===== src/sv/peu_div.sv =====
// pipelined restoring divider for normalized time, one quotient bit per stage
module peu_div #(
	parameter int TIME_BITS = 16,
	parameter int FRAC_BITS = 16
) (
	input  logic                   clk,
	input  logic                   arst_n,
	input  logic                   in_valid,
	input  logic [TIME_BITS-1:0]   num,
	input  logic [TIME_BITS-1:0]   den,
	output logic                   out_valid,
	output logic [FRAC_BITS:0]     quot
);
	localparam int QB = FRAC_BITS + 1;
	localparam int RB = TIME_BITS + 1;

	// quotient of num*2^F/den with num<=den fits in F+1 bits
	logic [QB:0]          v_s;
	logic [RB-1:0]        rem_s [QB+1];
	logic [TIME_BITS-1:0] den_s [QB+1];
	logic [QB-1:0]        q_s   [QB+1];

	assign v_s[0]   = in_valid;
	assign rem_s[0] = RB'(num);
	assign den_s[0] = den;
	assign q_s[0]   = '0;

	for (genvar i = 0; i < QB; i++) begin : g_stage
		logic [RB-1:0] r2;
		logic [RB-1:0] diff;
		logic          ge;
		// stage 0 checks the integer bit without shifting
		assign r2   = (i == 0) ? rem_s[i] : {rem_s[i][RB-2:0], 1'b0};
		assign ge   = r2 >= RB'(den_s[i]);
		assign diff = r2 - RB'(den_s[i]);
		always_ff @(posedge clk or negedge arst_n) begin
			if (!arst_n) begin
				v_s[i+1] <= 1'b0;
			end else begin
				v_s[i+1] <= v_s[i];
			end
		end
		always_ff @(posedge clk) begin
			rem_s[i+1] <= ge ? diff : r2;
			den_s[i+1] <= den_s[i];
			q_s[i+1]   <= {q_s[i][QB-2:0], ge};
		end
	end

	assign out_valid = v_s[QB];
	assign quot      = q_s[QB];
endmodule


===== config.mk =====
export PLATFORM = sky130hd
export DESIGN_NAME = peu_div
export DESIGN_NICKNAME = d
export VERILOG_FILES = /design/src/sv/peu_div.sv
export SDC_FILE = /design/constraint.sdc
export NUM_CORES = 1
export LEC_CHECK = 0
export BUFFER_PORTS_ARGS = -buffer_cell sky130_fd_sc_hd__buf_2
export CORE_UTILIZATION = 40
export DETAILED_ROUTE_END_ITERATION = 7
export PLACE_DENSITY = 0.66
export SLEW_MARGIN = 10
export SYNTH_ARGS = -nofsm -noshare
export SYNTH_HDL_FRONTEND = slang
export SYNTH_SLANG_ARGS = --single-unit

===== constraint.sdc =====
create_clock -name clk -period 3.2 [get_ports clk]
set_input_delay 0.16 -clock clk [delete_from_list [all_inputs] [get_ports clk]]
set_output_delay 0.16 -clock clk [all_outputs]
set_load 0.05 [all_outputs]

==> results.yml <==
setup_path:
  critPathKind: "reg2reg"
  crit_path_start_kind: "register"
  crit_fanout: 12
  worstSetupEndpointType: "register"
  cp.arrival_ps: 3470
  r2r_slack_ps: 220
  reg2reg_to: "g_stage[15].r2[15]$_DFF_P_"
  worstPathRequired_ps: 3690
  reg2reg_depth: 11
  r2r_start: "den_s[49]$_DFF_P_"
grt:
  grt_remaining_overflow: 0
  grt.met2_usage_pct: 26.2
  antenna_found_initial: 0
  grt_max_degree: 31
  grt-busiest-layer: "met2"
  grt_pass1_vias: 19688
  use_met3_pct: 2.54
  grt_pass1_wl_mm: 94.9
  groute.usage.overall_pct: 15.3
  grt_util_met1_pct: 19.5
timing:
  finalHoldViolCount: 0
  fmax_mhz: 335
  setup_viol: 0
  setup_tns_ps: 0
  min_period_ps: 2980
  max_slew_margin_pct: 51.5
  fin_skew_ps: 22.0
  slew_violations: 0
  fin_crit_sh_pct: 93.2
  rsz0062_at_grt: "false"
  finalWorstSetupSlack_ps: 219
  worst_pin_slew_ps: 725
logic_synthesis:
  synth_mux_area_share_pct: 6.04
  ys_ff_latch: 682
  synth-adder-area-share_pct: 12.5
  ys_types: 81
  syn_nets: 3275
  postSynthAreaPerCell_um2: 10.0
  synth-simple-area-share_pct: 9.57
  synth_compound_area_share_pct: 15.0
  synth_edf_count: 0
  synth_top_family_by_area: "compound AO/OA/AOI/OAI gates"
  yosysWarnings: 0
  async_flop_share_pct: 2.49
  synth_xor_area_share_pct: 5.15
  syn_area_um2: 29600
  ys.flop_type: "dfxtp_1"
  seq_area_frac_synth_pct: 46.4
  netlist_instances: 2953
finish:
  layout-area-overhead-vs-synth_pct: 14.1
  multi_input_area_um2: 14300
  regArea_um2: 13700
  instances_no_fill: 4097
  drive_gt1_share_pct: 12.1
  n_antenna_cell: 0
  layout.nets: 3402
  n_fill_cell: 6821
  final_area_um2: 33800
power:
  p_comb_share_pct: 44.9
  irDropWorstVdd_mv: 0.506
  pwr-share-seq_pct: 33.2
  p_total_w: 0.0387
  p_int_w: 0.0248
  clkPwrFrac_pct: 21.9
  p_leak_nw: 15.6
  switchingPower_w: 0.0139
  switching_share_pct: 35.9
  powerDensity_nw_per_um2: 1140
run_status:
  status: "finished with violations"
  violations: "DRC"
placed_design:
  gp_congestion: 0.865
  dp_hpwl_mm: 42.6
  dpl-instance-area_um2: 30900
  dpl.cell_count: 3928
  place_ws_ps: -30.5
  portBuffers: 52
detailed_routing:
  drtIter0Drc: 1012
  wl_per_cell_um: 13.9
  drt_first_pass_iters: 7
  wl_mm: 56.9
  antenna_left: 0
  vias_per_cell: 4.90
  vias: 20073
  drc: 4
die:
  coreArea_um2: 73100
  num_io_pins: 53
  start_util_pct: 40.5
  dieHeight_um: 274
  die_area_um2: 75100
  die_w_um: 274
  rows: 99
flow_run:
  maxCapViolCount: 0
clock_tree:
  cts_buffers: 74
  post_cts_buffers: 0
  clk_pin_slew_ps: 60
  cts_tree: "yes"
  htree_levels: 3
  cts_buffer_depth: 3
  worstSkewPairLatency_ps: 610
  cts_root_buf: "clkbuf_16"
  cts_sinks: 682
min_path:
  hp-class: "in2reg"
  worstHoldStart: "in_valid"
  whs_endpoint: "v_s[1]$_DFF_PN0_"
  holdPathStages: 2
==> power groups by stage <==
| stage | registers, W | clock network [W] | logic (W) |
|---|---|---|---|
| 2_1_floorplan | 0.0124 | 0 | 0.0142 |
| 3_3_place_gp | 0.0131 | 0 | 0.0170 |
| 3_5_place_dp | 0.0131 | 0 | 0.0171 |
| 4_1_cts | 0.0129 | 0.00876 | 0.0173 |
| 5_1_grt | 0.0131 | 0.00912 | 0.0195 |
| 6_report | 0.0128 | 0.00848 | 0.0174 |
==> routing by layer <==
| layer | vias up | wire length (um) |
|---|---|---|
| met4 | 0 | 1340 |
| met1 | 9211 | 26600 |
| met3 | 96 | 2210 |
| li1 | 10446 | - |
| met2 | 320 | 26700 |
| met5 | - | 0 |
==> worst max-delay path: stages (launching register included) <==
cell      delay [ps]
dfxtp_1          370
inv_1             60
ha_1             300
nor2b_1          130
o21ai_0          270
a21oi_1          180
o211ai_2         330
a21oi_2          130
o31ai_4          400
and2_4           270
inv_4            110
mux2_4           310
==> sequential cells by signal, indices dropped and copies added, names as in the netlist <==
register    cells
q_s           136
g_stage.r2    256
out_valid       1
den_s         256
quot           17
v_s            16
==> cells in the mapped netlist, types with 19 or more instances <==
cell | instances | area, um^2
nand2_1 | 184 | 691
nor2_1 | 124 | 465
nor2b_1 | 53 | 332
ha_1 | 271 | 3390
nand4_1 | 31 | 194
nor3_1 | 36 | 180
mux2_2 | 118 | 1330
xor2_1 | 79 | 692
a21oi_1 | 173 | 866
mux2_4 | 22 | 330
nand2b_1 | 28 | 175
o21a_1 | 37 | 278
o21ai_0 | 172 | 861
dfxtp_1 | 665 | 13300
nand3_1 | 38 | 190
a211oi_1 | 27 | 203
a31oi_1 | 25 | 156
and2_1 | 19 | 119
o31ai_1 | 21 | 158
inv_1 | 337 | 1260
xnor2_1 | 95 | 832
a21o_1 | 84 | 631
==> how the worst max path moves through the flow <==
stage | from | to | slack [ps]
global placement | num[0] | g_stage[1].r2[4]$_DFF_P_ | -30
detailed placement | num[0] | g_stage[1].r2[9]$_DFF_P_ | -30
CTS | num[0] | g_stage[1].r2[3]$_DFF_P_ | 60
global route | den_s[177]$_DFF_P_ | g_stage[7].r2[7]$_DFF_P_ | 20
finish | den_s[49]$_DFF_P_ | g_stage[15].r2[15]$_DFF_P_ | 220
floorplan | den_s[209]$_DFF_P_ | g_stage[5].r2[10]$_DFF_P_ | 460
==> timing repair <==
action,in CTS,in global routing
setup endpoints to repair,0,58
hold buffers,35,0
hold endpoints to repair,50,0
gates resized for setup,0,6
==> metrics by stage <==
| step | hold WS (ps) | util (%) |
|---|---|---|
| 6_report | 197 | 46.2 |
| 5_1_grt | 179 | 46.2 |
| 4_1_cts | 153 | 46.2 |
| 3_5_place_dp | 95.2 | 42.3 |
| 3_3_place_gp | 93.8 | 42.3 |
| 2_1_floorplan | -136 | - |
==> cell usage in the layout (no fill, tap or decap), types with 16 or more instances in the layout <==
| master | netlist | routed |
|---|---|---|
| xnor2_1 | 95 | 95 |
| a21o_1 | 84 | 83 |
| and2_1 | 19 | 19 |
| o21a_1 | 37 | 37 |
| dfxtp_1 | 665 | 665 |
| nand3_1 | 38 | 38 |
| nand2b_1 | 28 | 28 |
| clkinv_2 | 0 | 19 |
| xor2_1 | 79 | 79 |
| clkbuf_16 | 0 | 77 |
| nor3_1 | 36 | 36 |
| mux2_2 | 118 | 118 |
| a21oi_1 | 173 | 173 |
| nand4_1 | 31 | 31 |
| a31oi_1 | 25 | 25 |
| nor2_1 | 124 | 124 |
| nor2b_1 | 53 | 53 |
| dfrtp_1 | 17 | 17 |
| nand2_1 | 184 | 184 |
| buf_2 | 11 | 52 |
| inv_1 | 337 | 337 |
| mux2_4 | 22 | 22 |
| o31ai_1 | 21 | 21 |
| fa_1 | 16 | 16 |
| o21ai_0 | 172 | 170 |
| dlygate4sd3_1 | 0 | 35 |
| a211oi_1 | 27 | 27 |
| ha_1 | 271 | 271 |
==> final cells by class <==
cell class,instances,area share (%)
multi-input combinational,1880,42.5
sequential,682,40.7
clock buffer,97,6.22
inverter,338,3.76
tap,959,3.55
timing repair buffer,104,2.26
clock inverter,37,1.10
==> logic make-up after synthesis <==
group | after synthesis
compound gates | 684
flops | 682
simple gates | 582
buf+inv | 391
mux | 153
xor+xnor | 174
fa+ha+maj | 287
Power figures use the tool's default switching activity.
